**src/rtl/smv_queue.sv**
```systemverilog
`timescale 1ns / 1ps
// ----------------------------------------------------------------------------
// smv_queue
// Short register queue that decouples the front from the multiply back end.
// ----------------------------------------------------------------------------
module smv_queue #(
  parameter int WIDTH = 34,
  parameter int DEPTH = 4,
  localparam int PW = (DEPTH > 1) ? $clog2(DEPTH) : 1,
  localparam int CW = $clog2(DEPTH + 1)
) (
  input  logic             clk,
  input  logic             rst,
  input  logic             push,
  input  logic [WIDTH-1:0] push_data,
  input  logic             pop,
  output logic [WIDTH-1:0] pop_data,
  output logic             empty,
  output logic [CW-1:0]    count
);

  logic [WIDTH-1:0] mem [DEPTH];
  logic [PW-1:0]    wr_ptr;
  logic [PW-1:0]    rd_ptr;

  assign empty    = (count == '0);
  assign pop_data = mem[rd_ptr];

  // storage
  always_ff @(posedge clk) begin
    if (push) begin
      mem[wr_ptr] <= push_data;
    end
  end

  // pointers and fill count
  always_ff @(posedge clk) begin
    if (rst) begin
      wr_ptr <= '0;
      rd_ptr <= '0;
      count  <= '0;
    end else begin
      if (push) begin
        wr_ptr <= (wr_ptr == PW'(DEPTH - 1)) ? '0 : wr_ptr + 1'b1;
      end
      if (pop) begin
        rd_ptr <= (rd_ptr == PW'(DEPTH - 1)) ? '0 : rd_ptr + 1'b1;
      end
      if (push && !pop) begin
        count <= count + 1'b1;
      end else if (pop && !push) begin
        count <= count - 1'b1;
      end
    end
  end

endmodule

```
**config.mk**
```make
export PLATFORM = sky130hd
export DESIGN_NAME = smv_queue
export DESIGN_NICKNAME = d
export VERILOG_FILES = /design/src/rtl/smv_queue.sv
export SDC_FILE = /design/constraint.sdc
export NUM_CORES = 1
export LEC_CHECK = 0
export BUFFER_PORTS_ARGS = -buffer_cell sky130_fd_sc_hd__buf_4
export CAP_MARGIN = 20
export CORE_AREA = 2 2 125 78
export CTS_CLUSTER_DIAMETER = 100
export DETAILED_ROUTE_END_ITERATION = 7
export DIE_AREA = 0 0 127 80
export GPL_ROUTABILITY_DRIVEN = 0
export PLACE_DENSITY = 0.83
export SETUP_SLACK_MARGIN = 0.05
export SYNTH_ARGS = -nofsm -noshare
export SYNTH_HDL_FRONTEND = slang
export SYNTH_SLANG_ARGS = --single-unit
```
**constraint.sdc**
```tcl
create_clock -name clk -period 2.75 [get_ports clk]
set_clock_uncertainty 0.05 [all_clocks]
set_input_delay 0.55 -clock clk [delete_from_list [all_inputs] [get_ports clk]]
set_output_delay 0.55 -clock clk [all_outputs]
set_load 0.005 [all_outputs]
```
# After elaboration in Yosys (flattened, before gate mapping)

Memories as Yosys holds them, arrays and structs flattened. A register that Yosys moved wholly into a read port is not among the register bits.
Index checks and enable logic that the tools add are counted.

Bits in registers: 7
RAM bits: 136
Bits of input ports: 38
Output and inout port bits: 38
Memories kept: 1

Add/sub/neg operators: 4
Eq/ne operators: 2
Muxes and demuxes: 8
Reduce and logical (&&, ||, !) cells: 6

Memories:

| name | words | width | read ports | clocked after memory_dff | wr ports | line | source |
|---|---|---|---|---|---|---|---|
| mem  | 4     | 34    | 1          | 1                        | 1        | 22   | `logic [WIDTH-1:0] mem [DEPTH];` |

Operators with widths:

| kind                                             | count |
|---|---|
| 2-to-1 mux 2 bit                                 | 4 |
| 2-to-1 mux 3 bit                                 | 2 |
| adder 2 x 1 -> 2 bit, second input constant      | 2 |
| == test 2 bit, second input constant             | 2 |
| adder 3 x 1 -> 3 bit, second input constant      | 1 |
| logical NOT 3 bit                                | 1 |
| subtractor 3 x 1 -> 3 bit, second input constant | 1 |
| logical AND 1 bit                                | 2 |
| logical NOT 1 bit                                | 2 |
| 2-to-1 mux 1 bit                                 | 2 |
| nonzero test 2 bit                               | 1 |

# Longest topological paths before layout

Gate-level depths: netlist of run 1.

Depth after elaboration: 4
Mapped depth: 7
Mapped depth without buffers: 7

# Least setup slack after synthesis of run 1

No wires, ideal clock.

Path type: input to register
Start point: in pop
End point: reg count[2]
Setup time: 0.070 ns
Arrival time: 1.742 ns
Path slack: 0.888 ns
Cell stages on the path: 7
Path buffers: 0
Cells stage by stage: inv_1 -> ha_1 -> inv_1 -> fa_1 -> xor2_1 -> or3_1 -> a21oi_1

Cells in the longest elaborated chain, start to end: 3
Elaborated cells between the ends (all ways): 5

Ends and longest elaborated chain:

| element                                                       | line | source |
|---|---|---|
| from (decl)                                                   | 16   | `input logic pop,` |
| logical NOT 1 bit                                             | 49   | `if (push && !pop) begin` |
| logical AND 1 bit                                             | 49   |  |
| 2-to-1 mux 3 bit / nonzero test 2 bit (equally long branches) | -    |  |
| to (signal assigned)                                          | 50   | `count <= count + 1'b1;` |
| to (signal assigned)                                          | 52   | `count <= count - 1'b1;` |
| to (decl)                                                     | 19   | `output logic [CW-1:0] count` |

Several ways; a longest one is shown, not always the timed one.
A chain may end at the register's enable or synchronous reset.

==> impl_metrics.prom, run 1 <==
# TYPE chip_impl_metric gauge
chip_impl_metric{name="post_synthesis_cell_count",unit=""} 222
chip_impl_metric{name="design.final.nets",unit=""} 362
chip_impl_metric{name="synth.ff_latch_count",unit=""} 145
chip_impl_metric{name="peakVddDrop",unit="mV"} 0.524
chip_impl_metric{name="period_minus_ws_final",unit="ns"} 2.44
chip_impl_metric{name="internal-power",unit="W"} 0.00400
chip_impl_metric{name="design.die.area",unit="mm²"} 0.0102
chip_impl_info{name="endpoint_kind",value="primary output"} 1
chip_impl_metric{name="p_leak",unit="nW"} 2.34
chip_impl_metric{name="post_drt_via_cell_ratio",unit=""} 5.65
chip_impl_info{name="postSynth.topFlopCell",value="sky130_fd_sc_hd__edfxtp_1"} 1
chip_impl_info{name="worstReg2RegEnd",value="mem[0][29]"} 1
chip_impl_info{name="synth.most_common_cell",value="sky130_fd_sc_hd__edfxtp_1"} 1
chip_impl_metric{name="cts.hold.buffers_added",unit=""} 0
chip_impl_metric{name="cp_data_arrival_time",unit="ns"} 1.84
chip_impl_metric{name="worst_slew_pin_slew",unit="ns"} 0.614
chip_impl_info{name="grt_setup_unrepaired",value="no"} 1
chip_impl_metric{name="antenna_violating_nets_post_route",unit=""} 0
chip_impl_metric{name="fin_worst_hold_slack",unit="ns"} 0.282
chip_impl_info{name="start_kind",value="register"} 1
chip_impl_metric{name="critical_path_required",unit="ns"} 2.15
chip_impl_info{name="root_buffer",value="sky130_fd_sc_hd__clkbuf_16"} 1
chip_impl_metric{name="floorplan.initialDensity",unit=""} 0.600
chip_impl_metric{name="power.switching_fraction",unit=""} 0.215
chip_impl_info{name="post_synth_main_area_contributors",value="sky130_fd_sc_hd__edfxtp_1 (76%), sky130_fd_sc_hd__mux4_2 (13%), sky130_fd_sc_hd__dfxtp_1 (3.3%)"} 1
chip_impl_metric{name="drt_pass1_iterations",unit=""} 4
chip_impl_metric{name="post_cts.resized_instances",unit=""} 0
chip_impl_metric{name="seqCellArea",unit="mm²"} 0.00427
chip_impl_metric{name="grt_start_max_net_pins",unit=""} 35
chip_impl_metric{name="synth_edf_count",unit=""} 136
chip_impl_metric{name="yosys.cell_types.count",unit=""} 20
chip_impl_metric{name="top_level_ports",unit=""} 76
chip_impl_metric{name="final_clock_period_utilization_by_the_worst_path",unit=""} 0.889
chip_impl_metric{name="grt_antenna_before_repair",unit=""} 0
chip_impl_info{name="yosysTopAreaCell",value="sky130_fd_sc_hd__edfxtp_1"} 1
chip_impl_info{name="hp-class",value="in2reg"} 1
chip_impl_info{name="worstHoldStart",value="push_data[4]"} 1
chip_impl_metric{name="chipWidth",unit="µm"} 127
chip_impl_metric{name="initialDrtViolationCount",unit=""} 192
chip_impl_metric{name="drive_gt1_frac",unit=""} 0.458
chip_impl_metric{name="slew_headroom",unit=""} 0.591
chip_impl_metric{name="async_flop_share",unit=""} 0
chip_impl_info{name="clock_tree_from_tritoncts",value="done"} 1
chip_impl_metric{name="synth_seq_area_share",unit=""} 0.791
chip_impl_metric{name="power.sequential.fraction",unit=""} 0.502
chip_impl_info{name="setup.worst_path.class",value="reg2out"} 1
chip_impl_metric{name="antenna-diode-count",unit=""} 0
chip_impl_metric{name="global_route_wire_length_before_repair",unit="µm"} 14600
chip_impl_metric{name="post-cts-setup-buffer-count",unit=""} 0
chip_impl_metric{name="routedWlPerCell",unit="µm"} 21.1
chip_impl_metric{name="report.final.slew_viol_count",unit=""} 0
chip_impl_metric{name="dp_hpwl",unit="µm"} 5920
chip_impl_info{name="synthTopCellsByCount",value="sky130_fd_sc_hd__edfxtp_1 (136), sky130_fd_sc_hd__mux4_2 (30), sky130_fd_sc_hd__dfxtp_1 (9), sky130_fd_sc_hd__ha_1 (6), sky130_fd_sc_hd__nor2_1 (6)"} 1
chip_impl_metric{name="report.final.setup_viol",unit=""} 0
chip_impl_metric{name="number_of_core_rows",unit=""} 27
chip_impl_metric{name="syn_area_per_cell",unit="µm²"} 24.3
chip_impl_metric{name="power.share.clock",unit=""} 0.411
chip_impl_metric{name="overflow",unit=""} 0
chip_impl_metric{name="yosys_top_cell_area_share",unit=""} 0.758
chip_impl_metric{name="setup-tns-final",unit="ns"} 0
chip_impl_metric{name="path_depth_of_the_worst_reg2reg_path",unit=""} 4
chip_impl_metric{name="h_tree_level_count",unit=""} 4
chip_impl_metric{name="synth_warnings",unit=""} 0
chip_impl_metric{name="post_synth_instance_area",unit="mm²"} 0.00539
chip_impl_metric{name="area_delta_synth_final",unit="%"} 23.2
chip_impl_metric{name="largest_fanout_on_the_critical_path",unit=""} 18
chip_impl_metric{name="first_global_vias",unit=""} 2654
chip_impl_metric{name="pwr-share-comb",unit=""} 0.087
chip_impl_metric{name="net-switching-power",unit="W"} 0.00109
chip_impl_metric{name="drcViolationCount",unit=""} 0
chip_impl_metric{name="timing_hold_violations_final",unit=""} 0
chip_impl_metric{name="max_cap_violations",unit=""} 0
chip_impl_metric{name="footprint_of_the_multi_input_gates",unit="mm²"} 0.00102
chip_impl_metric{name="power.density",unit="mW/mm²"} 766
chip_impl_metric{name="die_height",unit="µm"} 80
chip_impl_metric{name="vias",unit=""} 2518
chip_impl_info{name="hold_end",value="mem[0][4]"} 1
chip_impl_metric{name="number_of_buffers_added_by_the_clock_tree_synthesis_step",unit=""} 17
chip_impl_metric{name="worst-r2r-setup-slack",unit="ns"} 0.92
chip_impl_info{name="run_status",value="finished, final reports clean"} 1
chip_impl_metric{name="grt_use_total",unit=""} 0.206
chip_impl_metric{name="fillerInstances",unit=""} 516
chip_impl_metric{name="clock_sinks",unit=""} 145
chip_impl_metric{name="hold_depth",unit=""} 1
chip_impl_metric{name="clock_insertion_delay_worst_skew",unit="ns"} 0.41
chip_impl_metric{name="io_buffers",unit=""} 75
chip_impl_metric{name="coreArea",unit="mm²"} 0.00899
chip_impl_metric{name="ctsLongestPathBuffers",unit=""} 2
chip_impl_metric{name="max_freq",unit="MHz"} 409
chip_impl_metric{name="clk_pin_slew_worst_paths",unit="ns"} 0.06
chip_impl_metric{name="mappedNetlistNets",unit=""} 267
chip_impl_metric{name="wirelength",unit="µm"} 9400
chip_impl_info{name="r2r_start",value="wr_ptr[0]"} 1
-- cell usage in the layout (no fill, tap or decap), drive strengths merged --
cell type,count
or3,1
inv,6
nor3,1
a21oi,3
bufinv,1
and2,4
edfxtp,136
ha,6
clkinv,9
nor2,6
dfxtp,9
o21ai,1
mux2i,3
mux4,34
clkinvlp,4
xor2,2
nor3b,2
fa,1
buf,84
clkbuf,17
-- worst max-delay path by stage --
stage                         from            to  cells past startpoint
after floorplan                pop      count[2]                      7
final                     register  pop_data[19]                      3
after CTS                 register  pop_data[19]                      3
after detailed placement  register  pop_data[19]                      3
after global routing      register  pop_data[19]                      3
after global placement    register  pop_data[19]                      3
-- routing by layer --
metal  GRT usage  up-vias  wire [µm]
met5           0        -          0
met4      0.0725        0        133
met3      0.0898       12        865
met2       0.319      101       4460
met1       0.265     1285       3940
li1            -     1120          -
-- worst max-delay path, stage by stage, from the launching register on --
cell	delay (ns)
sky130_fd_sc_hd__dfxtp_2	0.33
sky130_fd_sc_hd__buf_4	0.33
sky130_fd_sc_hd__mux4_1	0.62
sky130_fd_sc_hd__buf_4	0.16
-- state kept, by name (all words and copies together), names as in the netlist, named ones only --
name	cells
count	3
mem	136
wr_ptr	2
rd_ptr	2
-- power by group through the flow --
| stage | Sequential [W] | Clock, W | Combinational [W] |
|---|---|---|---|
| floorplan | 0.00258 | 0 | 0.000227 |
| global placement | 0.00259 | 0 | 0.000436 |
| detailed placement | 0.00260 | 0 | 0.000449 |
| CTS | 0.00256 | 0.00213 | 0.000453 |
| global route | 0.00256 | 0.00223 | 0.000484 |
| finish | 0.00255 | 0.00209 | 0.000443 |
-- metrics by stage --
step | total power [W] | setup WS (ns) | area, µm² | instances | utilization
after floorplan | 0.00281 | 0.888 | 5390 | 222 | -
after global placement | 0.00303 | 0.728 | 6100 | 414 | 0.678
after detailed placement | 0.00305 | 0.685 | 6100 | 414 | 0.678
after CTS | 0.00514 | 0.236 | 6640 | 446 | 0.739
after global routing | 0.00527 | 0.183 | 6640 | 446 | 0.739
final | 0.00509 | 0.305 | 6640 | 446 | 0.739
-- area by class of cell --
type | instances | area share
clock buffers | 17 | 0.0641
clock inverters | 15 | 0.0181
inverters | 5 | 0.00283
multi-input cells | 64 | 0.154
flip-flops and latches | 145 | 0.642
well taps | 116 | 0.0219
repair buffers | 84 | 0.0968
-- cell families (layout without fill, tap and decap cells) --
logic type / Yosys count / count (layout) / synth area share
AOI/OAI and AO/OA: 4 / 4 / 0.00371
DFF: 145 / 145 / 0.791
muxes: 37 / 37 / 0.150
and+or+nand+nor: 14 / 14 / 0.0137
buffers and inverters: 13 / 121 / 0.0202
adders and majority gates: 7 / 7 / 0.0176
xor gates and xnor gates: 2 / 2 / 0.00325
Power figures use the tool's default switching activity.
==> run 2: changes to the inputs <==
--- a/config.mk
+++ b/config.mk
@@ -7,12 +7,13 @@
 export LEC_CHECK = 0
 export BUFFER_PORTS_ARGS = -buffer_cell sky130_fd_sc_hd__buf_4
 export CAP_MARGIN = 20
-export CORE_AREA = 2 2 125 78
+export CORE_AREA = 2 2 75 130
 export CTS_CLUSTER_DIAMETER = 100
 export DETAILED_ROUTE_END_ITERATION = 7
-export DIE_AREA = 0 0 127 80
+export DIE_AREA = 0 0 77 132
 export GPL_ROUTABILITY_DRIVEN = 0
-export PLACE_DENSITY = 0.83
+export PLACE_DENSITY = 0.82
+export RECOVER_POWER = 25
 export SETUP_SLACK_MARGIN = 0.05
 export SYNTH_ARGS = -nofsm -noshare
 export SYNTH_HDL_FRONTEND = slang
==> constraint.sdc (replaced) <==
create_clock -name clk -period 2.75 [get_ports clk]
set_clock_uncertainty 0.05 [all_clocks]
set_input_delay 0.55 -clock clk [delete_from_list [all_inputs] [get_ports clk]]
set_output_delay 0.55 -clock clk [all_outputs]
set_load 0.05 [all_outputs]
==> run 2 against run 1 <==
Against the previous run:
- final cell count rose by 1.1%
- worst hold slack improved by 0.0045 ns
- sequential power barely moved
- highest routed layer unchanged
==> impl_metrics.prom, run 2 (synthesis results as in run 1) <==
# TYPE chip_impl_metric gauge
chip_impl_metric{name="gr_met1_demand_resource",unit=""} 0.221
chip_impl_metric{name="report.final.slew_viol_count",unit=""} 0
chip_impl_metric{name="antenna-diode-count",unit=""} 0
chip_impl_info{name="start_kind",value="register"} 1
chip_impl_metric{name="overflow",unit=""} 0
chip_impl_metric{name="report.final.setup_viol",unit=""} 0
chip_impl_metric{name="critPathMaxStageDelay",unit="ns"} 0.57
chip_impl_metric{name="grt.met2_usage",unit=""} 0.334
chip_impl_metric{name="cp_data_arrival_time",unit="ns"} 1.99
chip_impl_metric{name="grt_use_total",unit=""} 0.195
chip_impl_info{name="list_of_cells_traversed_by_the_critical_path",value="buf_12 > mux4_1 > buf_4"} 1
chip_impl_metric{name="ctsLongestPathBuffers",unit=""} 2
chip_impl_info{name="critical_path.top_delay_family",value="flip-flops"} 1
chip_impl_metric{name="wirelength",unit="µm"} 9010
chip_impl_metric{name="number_of_core_rows",unit=""} 46
chip_impl_metric{name="fillerInstances",unit=""} 586
chip_impl_metric{name="p_leak",unit="nW"} 2.26
chip_impl_metric{name="setup_slack",unit="ns"} 0.157
chip_impl_metric{name="critical_path_required",unit="ns"} 2.15
chip_impl_info{name="clock_tree_from_tritoncts",value="done"} 1
chip_impl_metric{name="top_level_ports",unit=""} 76
chip_impl_metric{name="final_clock_period_utilization_by_the_worst_path",unit=""} 0.943
chip_impl_info{name="hp-class",value="in2reg"} 1
chip_impl_info{name="setup.worst_path.class",value="reg2out"} 1
chip_impl_info{name="root_buffer",value="sky130_fd_sc_hd__clkbuf_16"} 1
chip_impl_metric{name="crit_buf_inv",unit=""} 2
chip_impl_metric{name="setup-tns-final",unit="ns"} 0
chip_impl_metric{name="post-cts-setup-buffer-count",unit=""} 0
chip_impl_metric{name="dp_hpwl",unit="µm"} 5640
chip_impl_metric{name="io_buffers",unit=""} 75
chip_impl_metric{name="number_of_buffers_added_by_the_clock_tree_synthesis_step",unit=""} 17
chip_impl_metric{name="max_cap_violations",unit=""} 0
chip_impl_metric{name="grt_antenna_before_repair",unit=""} 0
chip_impl_info{name="run_status",value="finished, final reports clean"} 1
chip_impl_metric{name="global_route_wire_length_before_repair",unit="µm"} 14200
chip_impl_metric{name="peakVddDrop",unit="mV"} 0.678
chip_impl_metric{name="drt_pass1_iterations",unit=""} 4
chip_impl_metric{name="coreArea",unit="mm²"} 0.00909
chip_impl_metric{name="initialDrtViolationCount",unit=""} 173
chip_impl_info{name="largestRegisters",value="mem x136, count x3"} 1
chip_impl_metric{name="largest_reg_flops",unit=""} 136
chip_impl_metric{name="fin_worst_hold_slack",unit="ns"} 0.287
chip_impl_metric{name="period_minus_ws_final",unit="ns"} 2.59
chip_impl_info{name="global_route.peak_usage_layer",value="met2"} 1
chip_impl_metric{name="slew_headroom",unit=""} 0.595
chip_impl_metric{name="timing_hold_violations_final",unit=""} 0
chip_impl_metric{name="footprint_of_the_multi_input_gates",unit="mm²"} 0.00102
chip_impl_metric{name="max_freq",unit="MHz"} 386
chip_impl_info{name="grt_setup_unrepaired",value="no"} 1
chip_impl_metric{name="clock_insertion_delay_worst_skew",unit="ns"} 0.41
chip_impl_metric{name="floorplan.initialDensity",unit=""} 0.593
chip_impl_metric{name="h_tree_level_count",unit=""} 4
chip_impl_metric{name="routedWlPerCell",unit="µm"} 20.0
chip_impl_metric{name="vias",unit=""} 2469
chip_impl_metric{name="placement.setup.worst_slack",unit="ns"} 0.571
chip_impl_metric{name="design.final.nets",unit=""} 363
chip_impl_metric{name="first_global_vias",unit=""} 2654
chip_impl_metric{name="drive_gt1_frac",unit=""} 0.390
chip_impl_metric{name="drcViolationCount",unit=""} 0
chip_impl_metric{name="largest_fanout_on_the_critical_path",unit=""} 13
chip_impl_metric{name="chipWidth",unit="µm"} 77
chip_impl_info{name="regMostFlops",value="mem"} 1
chip_impl_metric{name="post_cts.resized_instances",unit=""} 0
chip_impl_info{name="endpoint_kind",value="primary output"} 1
chip_impl_info{name="cpMaxStageDelayCell",value="sky130_fd_sc_hd__dfxtp_2"} 1
chip_impl_metric{name="design.die.area",unit="mm²"} 0.0102
chip_impl_info{name="most_common_cell_after_layout_fill_and_taps_aside",value="sky130_fd_sc_hd__edfxtp_1"} 1
chip_impl_metric{name="cts.hold.buffers_added",unit=""} 0
chip_impl_metric{name="use_met3",unit=""} 0.0630
chip_impl_metric{name="final-instance-count-excl-fill",unit=""} 451
chip_impl_info{name="mostFrequentLayoutCells",value="sky130_fd_sc_hd__edfxtp_1 (136), sky130_fd_sc_hd__buf_4 (57), sky130_fd_sc_hd__mux4_2 (30)"} 1
chip_impl_metric{name="worst_slew_pin_slew",unit="ns"} 0.607
chip_impl_metric{name="clk_pin_slew_worst_paths",unit="ns"} 0.06
chip_impl_metric{name="die_height",unit="µm"} 132
chip_impl_metric{name="power.density",unit="mW/mm²"} 812
chip_impl_metric{name="seqCellArea",unit="mm²"} 0.00427
chip_impl_metric{name="clock_sinks",unit=""} 145
chip_impl_metric{name="area_delta_synth_final",unit="%"} 22.7
chip_impl_metric{name="post_drt_via_cell_ratio",unit=""} 5.47
chip_impl_metric{name="placed_cells",unit=""} 419
chip_impl_metric{name="grt_start_max_net_pins",unit=""} 35
chip_impl_metric{name="antenna_violating_nets_post_route",unit=""} 0
## run 2: stage by stage
step	utilization	power [W]	area, µm²
final	0.727	0.00537	6610
after global routing	0.727	0.00553	6610
after CTS	0.737	0.00543	6700
after detailed placement	0.676	0.00333	6150
after global placement	0.676	0.00331	6150
after floorplan	-	0.00309	5390
## run 2: power breakdown
group	total (W)	internal [W]	switching [W]
Combinational	0.000698	0.000252	0.000446
Clock	0.00211	0.00126	0.000850
Sequential	0.00256	0.00251	0.0000477
Total	0.00537	0.00402	0.00134
## run 2: path summary, 6_finish.rpt
check,endpoint,cells after the start,start,slack [ns]
min,mem[1][20],1,push_data[20],0.29
max reg2reg,mem[2][20],4,wr_ptr[0],0.98
min reg2reg,count[2],2,count[2],0.47
max,pop_data[17],3,register,0.16
## run 2: per-layer routing
| layer | share of wire | vias to the layer above |
|---|---|---|
| met5 | 0 | - |
| met1 | 0.39 | 1263 |
| li1 | - | 1126 |
| met4 | 0.022 | 0 |
| met2 | 0.54 | 61 |
| met3 | 0.044 | 19 |
## run 2: final cells by class
type | count | share of cell area
repair buffers | 85 | 0.0904
multi-input cells | 64 | 0.155
inverters | 5 | 0.00284
well taps | 120 | 0.0227
clock buffers | 18 | 0.0664
flip-flops and latches | 145 | 0.645
clock inverters | 14 | 0.0178
## run 2: worst reg2reg max path, cell delays in order (launching register included)
cell,delay (ns)
sky130_fd_sc_hd__dfxtp_1,0.35
sky130_fd_sc_hd__inv_1,0.11
sky130_fd_sc_hd__ha_1,0.14
sky130_fd_sc_hd__and2_2,0.51
sky130_fd_sc_hd__buf_4,0.30
