`config.mk`:
```
export PLATFORM = sky130hd
export DESIGN_NAME = smv_back
export DESIGN_NICKNAME = d
export VERILOG_FILES = /design/src/rtl/smv_pkg.sv /design/src/rtl/smv_back.sv
export SDC_FILE = /design/constraint.sdc
export NUM_CORES = 1
export LEC_CHECK = 0
export BUFFER_PORTS_ARGS = -buffer_cell sky130_fd_sc_hd__buf_4
export CORE_MARGIN = 2
export CORE_UTILIZATION = 55
export DETAILED_ROUTE_END_ITERATION = 8
export PLACE_DENSITY = 0.84
export SYNTH_ARGS = -nofsm -noshare
export SYNTH_HDL_FRONTEND = slang
export SYNTH_SLANG_ARGS = --single-unit
```
`constraint.sdc`:
```
create_clock -name clk -period 5.3 [get_ports clk]
set_input_delay 0 -clock clk [delete_from_list [all_inputs] [get_ports clk]]
set_output_delay 0 -clock clk [all_outputs]
set_load 0.02 [all_outputs]
```
`src/rtl/smv_pkg.sv`:
```
`timescale 1ns / 1ps
// ----------------------------------------------------------------------------
// smv_pkg
// Shared constants and types for the selectable-weight matrix-vector block.
// ----------------------------------------------------------------------------
package smv_pkg;

  // default sizes handed to the top level
  localparam int DEF_MAX_COEFFS = 1024;
  localparam int DEF_MAX_ROWS   = 1024;
  localparam int DEF_VALUE_BITS = 16;

  // fixed field widths
  localparam int ACC_BITS   = 48;
  localparam int CFG_BITS   = 11;
  localparam int INDEX_BITS = 10;
  // wide enough for a clamped count up to 65536
  localparam int COUNT_BITS = 17;

  // queue between front and back
  localparam int QUEUE_DEPTH  = 4;
  localparam int QCOUNT_BITS  = $clog2(QUEUE_DEPTH + 1);

  // item modes
  localparam logic [1:0] MODE_LOAD_OTHER = 2'd0;
  localparam logic [1:0] MODE_LOAD_SAME  = 2'd1;
  localparam logic [1:0] MODE_FEATURE    = 2'd2;

  // configuration register indexes
  localparam logic REG_COEFF_COUNT = 1'b0;
  localparam logic REG_ROW_COUNT   = 1'b1;

  localparam logic [CFG_BITS-1:0] COEFF_COUNT_RESET = 11'd1024;
  localparam logic [CFG_BITS-1:0] ROW_COUNT_RESET   = 11'd1;

  // sample position (mod 3) that may pick the same-class weights
  localparam logic [1:0] SAME_PHASE = 2'd2;

  // per-element control carried from front to back
  typedef struct packed {
    logic row_end;
    logic last;
  } row_ctl_t;

endpackage

```
`src/rtl/smv_back.sv`:
```
`timescale 1ns / 1ps
// ----------------------------------------------------------------------------
// smv_back
// Multiplies each queued feature by its weight, accumulates a row and holds
// the finished row sum in the output register.
// ----------------------------------------------------------------------------
module smv_back import smv_pkg::*; #(
  parameter int VALUE_BITS = DEF_VALUE_BITS
) (
  input  logic                                     clk,
  input  logic                                     rst,
  input  logic                                     q_empty,
  input  logic [2*VALUE_BITS+$bits(row_ctl_t)-1:0] q_data,
  output logic                                     q_pop,
  output logic                                     out_valid,
  input  logic                                     out_stall,
  output logic signed [ACC_BITS-1:0]               row_sum,
  output logic                                     last_row
);

  localparam int PW = 2 * VALUE_BITS;

  row_ctl_t                   q_ctl;
  logic signed [VALUE_BITS-1:0] q_value;
  logic signed [VALUE_BITS-1:0] q_weight;
  logic signed [PW-1:0]       prod;

  logic                       p_valid;
  logic signed [ACC_BITS-1:0] p_prod;
  row_ctl_t                   p_ctl;
  logic signed [ACC_BITS-1:0] accumulator;
  logic signed [ACC_BITS-1:0] sum;

  logic out_free;
  logic acc_go;
  logic p_ready;

  // unpack the queue head
  assign q_ctl    = row_ctl_t'(q_data[PW +: $bits(row_ctl_t)]);
  assign q_value  = q_data[VALUE_BITS +: VALUE_BITS];
  assign q_weight = q_data[VALUE_BITS-1:0];
  assign prod     = q_value * q_weight;

  // flow control through product and accumulate stages
  assign out_free = !out_valid || !out_stall;
  assign acc_go   = p_valid && (!p_ctl.row_end || out_free);
  assign p_ready  = !p_valid || acc_go;
  assign q_pop    = !q_empty && p_ready;
  assign sum      = accumulator + p_prod;

  // control and accumulator
  always_ff @(posedge clk) begin
    if (rst) begin
      p_valid     <= 1'b0;
      out_valid   <= 1'b0;
      accumulator <= '0;
    end else begin
      if (p_ready) begin
        p_valid <= q_pop;
      end
      if (acc_go) begin
        accumulator <= p_ctl.row_end ? '0 : sum;
      end
      if (acc_go && p_ctl.row_end) begin
        out_valid <= 1'b1;
      end else if (!out_stall) begin
        out_valid <= 1'b0;
      end
    end
  end

  // product register and output payload
  always_ff @(posedge clk) begin
    if (q_pop) begin
      p_prod <= ACC_BITS'(prod);
      p_ctl  <= q_ctl;
    end
    if (acc_go && p_ctl.row_end) begin
      row_sum  <= sum;
      last_row <= p_ctl.last;
    end
  end

endmodule

```
=== After elaboration in Yosys (flattened, before gate mapping) ===
Cells that the tools add are included.

* Output and inout bits: 51
* Bits in registers: 133
* ROM bits: 0
* Bits in writable memories: 0
* Bits in latches: 0
* Logic and storage cells: 25
* Memories: 0
* Input bits: 38

* Equal/unequal tests: 1
* $lt $le $gt $ge: 0
* Bitwise logic cells: 0
* Div/mod/pow operators: 0
* Add/sub/neg operators: 1
* $mul: 1
* Shift operators: 0
* Reductions and logical operators: 11
* Muxes and demuxes: 3

{| class="wikitable"
|+ Operator list
! operator !! count
|-
| adder 48 x 32 -> 48 bit || 1
|-
| two-way mux 48 bit || 1
|-
| multiplier 16 x 16 -> 32 bit || 1
|-
| zero test 1 bit || 5
|-
| logical AND 1 bit || 3
|-
| logical OR 1 bit || 3
|-
| two-way mux 1 bit || 2
|-
| inequality test 2 x 1 -> 1 bit, second input constant || 1
|}

=== Longest topological paths before layout ===
Gate-level depths: netlist of the first run.

* Word-level depth: 6
* Gate-level depth with buffers: 26
* Gate-level depth less buffers: 24

=== Least setup slack after synthesis of the first run ===
No wires, ideal clock.

* Path type: in2reg
* From: in q_data[2]
* To: reg p_prod[31] (netlist name)
* Setup time: 0.260 ns
* Buffers on the path: 1
* Stages: 22
* Data required time: 5.040 ns
* Arrival: 5.479 ns
* Path slack: -0.439 ns
* Path through: clkbuf_1 and2_1 fa_1 inv_1 fa_1 inv_1 fa_1 fa_1 fa_1 inv_1 fa_1 inv_1 ha_1 a21o_1 a211oi_1 a32o_1 a31oi_1 a221oi_2 o21ai_1 a211o_1 a21oi_1 xnor2_1

* Word-level cells in the longest chain between the ends: 1

{| class="wikitable"
|+ Ends and longest elaborated chain
! element !! line !! RTL
|-
| start, declared || smv_back.sv:13 || <nowiki>input logic [2*VALUE_BITS+$bits(row_ctl_t)-1:0] q_data,</nowiki>
|-
| multiplier 16 x 16 -> 32 bit || smv_back.sv:42 || <nowiki>assign prod = q_value * q_weight;</nowiki>
|-
| net prod[31] || smv_back.sv:26 || <nowiki>logic signed [PW-1:0] prod;</nowiki>
|}

The timed path passes the listed nets, and every way through them passes these cells.
A chain may end at the register's enable or synchronous reset.

=== Final worst setup path of the first run ===
* From: in q_data[1]
* To: reg p_prod[29], data pin

* Word-level cells in the longest chain between the ends: 1

{| class="wikitable"
|+ Ends and longest elaborated chain
! element !! line !! RTL
|-
| multiplier 16 x 16 -> 32 bit || smv_back.sv:42 ||
|-
| net prod[29] || smv_back.sv:26 ||
|-
| end signal, assigned || smv_back.sv:75 || <nowiki>p_prod <= ACC_BITS'(prod);</nowiki>
|-
| end, declared || smv_back.sv:29 || <nowiki>logic signed [ACC_BITS-1:0] p_prod;</nowiki>
|}

The timed path passes the listed nets, and every way through them passes these cells.

==> impl_metrics.prom, run 1 <==
# TYPE chip_impl_metric gauge
chip_impl_metric{name="clkSinkCount",unit=""} 133
chip_impl_metric{name="first_global_vias",unit=""} 13400
chip_impl_metric{name="gp_congestion",unit=""} 0.928
chip_impl_info{name="violations",value="setup timing"} 1
chip_impl_metric{name="synthesis.area",unit="sq mm"} 0.0167
chip_impl_metric{name="initial_core_util",unit="%"} 56.2
chip_impl_metric{name="final_min_period_over_clock_period",unit="%"} 100
chip_impl_metric{name="vias_cell",unit=""} 5.46
chip_impl_metric{name="maximum_number_of_pins_on_one_net_before_global_route_repair",unit=""} 36
chip_impl_metric{name="detail_route.drc_violations",unit=""} 0
chip_impl_metric{name="layout_min_cycle_time",unit="ns"} 5.30
chip_impl_metric{name="yosysWarnings",unit=""} 0
chip_impl_metric{name="setup_viol_count_final",unit=""} 1
chip_impl_metric{name="synthDistinctLibCells",unit=""} 69
chip_impl_metric{name="portBuffers",unit=""} 88
chip_impl_info{name="critical_path.reg2reg.endpoint",value="accumulator[46]"} 1
chip_impl_info{name="origin_of_the_worst_min_delay_path",value="q_data[0]"} 1
chip_impl_metric{name="clk-insertion-delay-late",unit="ns"} 0.42
chip_impl_metric{name="post_synth.cell_area_avg",unit="sq um"} 9.66
chip_impl_metric{name="detailroute.via_count",unit=""} 12600
chip_impl_metric{name="dr.first_iter.drc_count",unit=""} 685
chip_impl_metric{name="share_of_cells_above_drive_strength_1",unit="%"} 16.3
chip_impl_metric{name="worstMarginPinSlew",unit="ns"} 0.989
chip_impl_metric{name="final_net_count",unit=""} 2327
chip_impl_metric{name="timing.critical_path.fanout_max",unit=""} 8
chip_impl_metric{name="residual_antenna_violating_net_count_after_detailed_routing",unit=""} 0
chip_impl_metric{name="asyncSetResetFlopFracSynth",unit="%"} 0
chip_impl_metric{name="grt_first_pass_wirelength",unit="microns"} 63800
chip_impl_metric{name="dp.final_hpwl",unit="microns"} 31300
chip_impl_metric{name="cts-buffers-inserted",unit=""} 17
chip_impl_metric{name="timing.final.ws_setup",unit="ns"} -0.000542
chip_impl_info{name="grt_setup_unrepaired",value="true"} 1
chip_impl_metric{name="ys_seq_area_share",unit="%"} 20.9
chip_impl_metric{name="fp.dieH",unit="microns"} 178
chip_impl_info{name="synth_ff_type",value="sky130_fd_sc_hd__edfxtp_1"} 1
chip_impl_info{name="cts.root.buffer_cell",value="sky130_fd_sc_hd__clkbuf_16"} 1
chip_impl_metric{name="die_width",unit="microns"} 178
chip_impl_metric{name="grt_remaining_overflow",unit=""} 0
chip_impl_metric{name="place_ws",unit="ns"} -0.403
chip_impl_metric{name="critical_path_required",unit="ns"} 5.47
chip_impl_metric{name="core_region_area",unit="sq mm"} 0.0298
chip_impl_info{name="yosysTopAreaCell",value="sky130_fd_sc_hd__fa_1"} 1
chip_impl_info{name="synth_commonest_cells",value="327 x sky130_fd_sc_hd__inv_1, 263 x sky130_fd_sc_hd__fa_1, 166 x sky130_fd_sc_hd__nand2_1"} 1
chip_impl_metric{name="cts_buffer_depth",unit=""} 2
chip_impl_metric{name="grt_antenna_before_repair",unit=""} 0
chip_impl_metric{name="whs_path_depth",unit=""} 2
chip_impl_metric{name="postSynthRegisterBits",unit=""} 133
chip_impl_metric{name="detail_route.wl_per_cell",unit="microns"} 16.5
chip_impl_metric{name="synth-edff-count",unit=""} 83
chip_impl_info{name="status",value="complete, but fails checks"} 1
chip_impl_info{name="setup.worst_path.start_class",value="primary input"} 1
chip_impl_metric{name="antennaDiodeCount",unit=""} 0
chip_impl_metric{name="htreeDepth",unit=""} 4
chip_impl_info{name="cts_tree",value="built"} 1
chip_impl_metric{name="slew_headroom",unit="%"} 34.0
chip_impl_metric{name="hold_viol_final",unit=""} 0
chip_impl_info{name="worstReg2RegStart",value="p_prod[0]"} 1
chip_impl_info{name="cp_slowest_cell",value="sky130_fd_sc_hd__fa_2"} 1
chip_impl_metric{name="syn_to_final_growth",unit="%"} 17.0
chip_impl_metric{name="synth_largest_type_area_fraction",unit="%"} 31.5
chip_impl_metric{name="die_area",unit="sq mm"} 0.0318
chip_impl_info{name="netlist_top_cells_area",value="sky130_fd_sc_hd__fa_1 31%, sky130_fd_sc_hd__edfxtp_1 15%, sky130_fd_sc_hd__ha_1 9.6%, sky130_fd_sc_hd__inv_1 7.3%, sky130_fd_sc_hd__dfxtp_1 6.0%"} 1
chip_impl_info{name="min_to",value="p_prod[0]"} 1
chip_impl_metric{name="final_max_slew_violation_count",unit=""} 0
chip_impl_metric{name="floorplan.io_pins",unit=""} 89
chip_impl_info{name="cp_cell_sequence",value="buf_12 > nand2_4 > inv_4 > fa_1 > inv_2 > fa_2 > inv_2 > fa_1 > fa_1 > fa_1 > inv_2 > fa_1 > inv_2 > ha_4 > a21o_1 > a211oi_2 > a32o_2 > a31oi_4 > a221oi_4 > o21ai_2 > buf_4 > a21o_1 > a21oi_2 > xnor2_1"} 1
chip_impl_metric{name="skew",unit="ns"} 0.00890
chip_impl_metric{name="r2r_slack",unit="ns"} 1.80
chip_impl_metric{name="core.rowCount",unit=""} 63
chip_impl_metric{name="synth.net_count",unit=""} 2162
chip_impl_info{name="critPathMostFrequentCell",value="sky130_fd_sc_hd__fa_1"} 1
chip_impl_metric{name="drtPass1Iterations",unit=""} 6
chip_impl_metric{name="cpPeakStageDelay",unit="ns"} 0.56
chip_impl_metric{name="fmaxAchievable",unit="MHz"} 189
chip_impl_metric{name="worst_r2r_path_depth",unit=""} 11
chip_impl_info{name="min-delay-path-class",value="primary input to flop"} 1
chip_impl_info{name="post-synth-top-count-cell",value="sky130_fd_sc_hd__inv_1"} 1
chip_impl_metric{name="max_cap_viol_count",unit=""} 0
chip_impl_metric{name="syn-instance-count",unit=""} 1732
chip_impl_metric{name="grt_use_total",unit="%"} 25.0
chip_impl_info{name="end_kind",value="flop"} 1
chip_impl_metric{name="wl",unit="microns"} 37900
chip_impl_info{name="crit_type",value="primary input to flop"} 1
chip_impl_metric{name="cts.clk_slew.worst_paths",unit="ns"} 0.06
chip_impl_metric{name="critical_path_arrival",unit="ns"} 5.47
registers in the layout, indices dropped and copies added (netlist names):
name         cells
row_sum         48
p_prod          32
p_valid          1
accumulator     48
p_ctl            2
last_row         1
out_valid        1
placed cells by master, fill, tap and decap left out, types with 13 or more instances in the layout:
master,Yosys,final
sky130_fd_sc_hd__and2_1,127,118
sky130_fd_sc_hd__clkbuf_16,0,17
sky130_fd_sc_hd__fa_1,263,254
sky130_fd_sc_hd__a211oi_1,14,13
sky130_fd_sc_hd__buf_4,0,197
sky130_fd_sc_hd__o21ai_0,35,31
sky130_fd_sc_hd__dfxtp_1,50,50
sky130_fd_sc_hd__a22o_1,19,19
sky130_fd_sc_hd__ha_1,129,121
sky130_fd_sc_hd__xnor2_1,63,63
sky130_fd_sc_hd__a22oi_1,25,24
sky130_fd_sc_hd__inv_1,327,321
sky130_fd_sc_hd__edfxtp_1,83,83
sky130_fd_sc_hd__xor2_1,19,19
sky130_fd_sc_hd__nor2_1,76,73
sky130_fd_sc_hd__nand2_1,166,163
sky130_fd_sc_hd__a21oi_1,82,77
sky130_fd_sc_hd__nand3_1,17,17
sky130_fd_sc_hd__a21o_1,33,33
worst max-delay path by stage:
stage                     slack (ns)          to  startpoint
after floorplan                -0.14  p_prod[31]  q_data[12]
after global placement         -0.27  p_prod[31]   q_data[4]
after detailed placement       -0.40  p_prod[31]   q_data[4]
after CTS                       0.04  p_prod[31]   q_data[4]
after global routing           -0.16  p_prod[29]   q_data[1]
final                        -0.0005  p_prod[29]   q_data[1]
area by class of cell:
| class | count | area, sq um |
|---|---|---|
| Multi-Input combinational cell | 1205 | 12000 |
| Fill cell | 2276 | 10200 |
| Sequential cell | 133 | 3490 |
| Timing Repair Buffer | 213 | 1690 |
| Inverter | 327 | 1230 |
| Tap cell | 390 | 488 |
| Clock buffer | 20 | 457 |
| Clock inverter | 12 | 200 |
layer usage:
metal | up-vias | wire length (microns) | global-route usage, % | part of all wire [%]
met5 | - | 0 | 0 | 0
met1 | 6221 | 16500 | 32.7 | 43
met2 | 380 | 18900 | 44.0 | 50
met4 | 0 | 727 | 7.55 | 1.9
li1 | 5897 | - | - | -
met3 | 71 | 1780 | 2.58 | 4.7
critical path, delay by kind of cell:
kind / cells / cell delay, ns
AO/OA/AOI/OAI: 8 / 1.49
XOR/XNOR: 1 / 0.09
adder cells (fa/ha/maj): 7 / 3.32
buffers and inverters: 7 / 0.47
AND/OR/NAND/NOR: 1 / 0.08
repair_timing:
action	4_1_cts	5_1_grt
buffers inserted	0	5
gates resized for setup	0	43
setup endpoints to repair	0	5
hold buffers	6	0
hold endpoints to repair	11	0
cells by family after synthesis:
kind of cell | after synthesis | synth area share [%]
AND/OR/NAND/NOR | 437 | 12.6
adder cells (fa/ha/maj) | 392 | 41.1
multiplexers | 1 | 0.0598
buffers and inverters | 394 | 9.02
XOR/XNOR | 82 | 4.29
AO/OA/AOI/OAI | 293 | 12.0
flip-flops | 133 | 20.9
metrics by stage:
stage	util (%)	setup TNS (ns)	instances	area [sq um]	hold slack (ns)
finish	65.7	-0.000542	2300	19600	0.0640
global route	65.7	-0.311	2300	19600	0.0705
CTS	65.1	0	2296	19400	0.0423
detailed placement	62.7	-2.30	2258	18700	0.186
global placement	62.7	-1.23	2258	18700	0.188
floorplan	-	-0.142	1732	17000	0.0919
Power of run 1 is left out: the tool's default activity adds up to more than one toggle a clock period on the data nets, which glitch-free logic cannot reach.
==> inputs of run 2 (changes only) <==
--- a/config.mk
+++ b/config.mk
@@ -6,6 +6,7 @@
 export NUM_CORES = 1
 export LEC_CHECK = 0
 export BUFFER_PORTS_ARGS = -buffer_cell sky130_fd_sc_hd__buf_4
+export CORE_ASPECT_RATIO = 0.7
 export CORE_MARGIN = 2
 export CORE_UTILIZATION = 55
 export DETAILED_ROUTE_END_ITERATION = 8
==> impl_metrics.prom, run 2 (synthesis results as in run 1) <==
# TYPE chip_impl_metric gauge
chip_impl_metric{name="worstMarginPinSlew",unit="ns"} 1.10
chip_impl_metric{name="grt_first_pass_wirelength",unit="microns"} 67200
chip_impl_metric{name="r2r_slack",unit="ns"} 1.74
chip_impl_metric{name="portBuffers",unit=""} 88
chip_impl_metric{name="die_width",unit="microns"} 213
chip_impl_metric{name="detailroute.via_count",unit=""} 12900
chip_impl_metric{name="core_region_area",unit="sq mm"} 0.0300
chip_impl_metric{name="dr.first_iter.drc_count",unit=""} 860
chip_impl_metric{name="place_ws",unit="ns"} -0.510
chip_impl_metric{name="fin_cells",unit=""} 2334
chip_impl_info{name="min-delay-path-class",value="primary input to flop"} 1
chip_impl_metric{name="timing.critical_path.fanout_max",unit=""} 9
chip_impl_info{name="grt_setup_unrepaired",value="true"} 1
chip_impl_metric{name="whs_path_depth",unit=""} 2
chip_impl_metric{name="slew_headroom",unit="%"} 26.6
chip_impl_metric{name="maximum_number_of_pins_on_one_net_before_global_route_repair",unit=""} 36
chip_impl_metric{name="final_net_count",unit=""} 2339
chip_impl_metric{name="fp.dieH",unit="microns"} 150
chip_impl_metric{name="residual_antenna_violating_net_count_after_detailed_routing",unit=""} 0
chip_impl_info{name="end_kind",value="flop"} 1
chip_impl_metric{name="core.rowCount",unit=""} 53
chip_impl_metric{name="detail_route.drc_violations",unit=""} 0
chip_impl_metric{name="first_global_vias",unit=""} 13900
chip_impl_metric{name="critical_path_required",unit="ns"} 5.46
chip_impl_metric{name="setup_viol_count_final",unit=""} 1
chip_impl_metric{name="antennaDiodeCount",unit=""} 0
chip_impl_info{name="layout_common_cells",value="318 x sky130_fd_sc_hd__inv_1, 256 x sky130_fd_sc_hd__fa_1, 208 x sky130_fd_sc_hd__buf_4"} 1
chip_impl_info{name="setup.worst_path.start_class",value="primary input"} 1
chip_impl_metric{name="cts_buffer_depth",unit=""} 2
chip_impl_info{name="biggestRegsByFlops",value="accumulator x48, row_sum x48, p_prod x32"} 1
chip_impl_metric{name="initial_core_util",unit="%"} 55.8
chip_impl_metric{name="vias_cell",unit=""} 5.52
chip_impl_metric{name="final_min_period_over_clock_period",unit="%"} 100
chip_impl_metric{name="wl",unit="microns"} 39600
chip_impl_info{name="cts.root.buffer_cell",value="sky130_fd_sc_hd__clkbuf_16"} 1
chip_impl_metric{name="share_of_cells_above_drive_strength_1",unit="%"} 17.1
chip_impl_metric{name="drtPass1Iterations",unit=""} 7
chip_impl_info{name="layout_commonest_cell",value="sky130_fd_sc_hd__inv_1"} 1
chip_impl_metric{name="hold_slack",unit="ns"} 0.0465
chip_impl_metric{name="die_area",unit="sq mm"} 0.0319
chip_impl_metric{name="grt_remaining_overflow",unit=""} 0
chip_impl_info{name="violations",value="setup timing"} 1
chip_impl_info{name="status",value="complete, but fails checks"} 1
chip_impl_metric{name="dp.final_hpwl",unit="microns"} 32400
chip_impl_metric{name="hold_viol_final",unit=""} 0
chip_impl_metric{name="gp_congestion",unit=""} 0.911
chip_impl_metric{name="cts-buffers-inserted",unit=""} 17
chip_impl_metric{name="grt_antenna_before_repair",unit=""} 1
chip_impl_metric{name="worst_r2r_path_depth",unit=""} 11
chip_impl_info{name="crit_type",value="primary input to flop"} 1
chip_impl_metric{name="fmaxAchievable",unit="MHz"} 188
chip_impl_info{name="cts_tree",value="built"} 1
chip_impl_metric{name="htreeDepth",unit=""} 4
chip_impl_metric{name="place.detailed.instances",unit=""} 2292
chip_impl_metric{name="critical_path_arrival",unit="ns"} 5.49
chip_impl_metric{name="max_cap_viol_count",unit=""} 0
chip_impl_metric{name="skew",unit="ns"} 0.0104
chip_impl_metric{name="detail_route.wl_per_cell",unit="microns"} 17.0
chip_impl_metric{name="clk-insertion-delay-late",unit="ns"} 0.42
chip_impl_metric{name="floorplan.io_pins",unit=""} 89
chip_impl_metric{name="final_max_slew_violation_count",unit=""} 0
chip_impl_metric{name="syn_to_final_growth",unit="%"} 17.4
chip_impl_metric{name="clkSinkCount",unit=""} 133
chip_impl_metric{name="timing.final.ws_setup",unit="ns"} -0.0254
chip_impl_metric{name="cts.clk_slew.worst_paths",unit="ns"} 0.06
chip_impl_metric{name="grt_use_total",unit="%"} 26.7
chip_impl_metric{name="layout_min_cycle_time",unit="ns"} 5.33
==> run 2: critical path, stage by stage <==
cell and delay [ns]:
sky130_fd_sc_hd__buf_4 0.16, sky130_fd_sc_hd__and2_4 0.15, sky130_fd_sc_hd__fa_1 0.53, sky130_fd_sc_hd__inv_1 0.06
sky130_fd_sc_hd__fa_2 0.56, sky130_fd_sc_hd__inv_1 0.05, sky130_fd_sc_hd__fa_1 0.49, sky130_fd_sc_hd__fa_1 0.42
sky130_fd_sc_hd__fa_1 0.49, sky130_fd_sc_hd__inv_1 0.05, sky130_fd_sc_hd__fa_1 0.47, sky130_fd_sc_hd__inv_1 0.06
sky130_fd_sc_hd__ha_4 0.23, sky130_fd_sc_hd__a21o_1 0.20, sky130_fd_sc_hd__a211oi_2 0.26, sky130_fd_sc_hd__a32o_2 0.25
sky130_fd_sc_hd__a31oi_4 0.06, sky130_fd_sc_hd__a221oi_4 0.30, sky130_fd_sc_hd__o21ai_2 0.12, sky130_fd_sc_hd__a211o_1 0.32
sky130_fd_sc_hd__a21oi_2 0.15, sky130_fd_sc_hd__xnor2_1 0.09
==> run 2: worst paths after layout <==
check                               start              end
worst max-delay path            q_data[2]       p_prod[31]
worst min register to register   p_ctl[0]         last_row
worst max register to register  p_prod[0]  accumulator[46]
worst min-delay path            q_data[0]        p_prod[0]
==> run 2: what timing repair did <==
action,4_1_cts,5_1_grt
setup buffers,1,3
hold buffers,6,0
resized for setup,1,47
endpoints found under the setup margin,3,6
endpoints found under the hold margin,6,0
pin swaps,11,39
==> run 2: routing by layer <==
| metal | wire [microns] | part of all wire, % | GRT usage, % |
|---|---|---|---|
| met1 | 16800 | 42 | 36.0 |
| met2 | 19000 | 48 | 44.8 |
| met3 | 3060 | 7.7 | 4.64 |
| met4 | 722 | 1.8 | 7.10 |
| met5 | 0 | 0 | 0 |
==> run 2: area by class of cell <==
| cell class | count | area, sq um |
|---|---|---|
| clock inverter | 13 | 100 |
| tap | 412 | 515 |
| sequential | 133 | 3490 |
| clock buffer | 19 | 464 |
| inverter | 327 | 1230 |
| timing repair buffer | 225 | 1800 |
| fill | 2291 | 10300 |
| multi-input combinational | 1205 | 12000 |
==> run 2: metrics by stage <==
stage                     util (%)  setup TNS [ns]  area, sq um
final                         65.5         -0.0254        19600
after global routing          65.5          -0.539        19600
after CTS                     64.9         -0.0320        19500
after detailed placement      62.8           -3.04        18800
after global placement        62.8           -1.43        18800
after floorplan                  -          -0.142        17000
Power of run 2 is left out for the same reason.
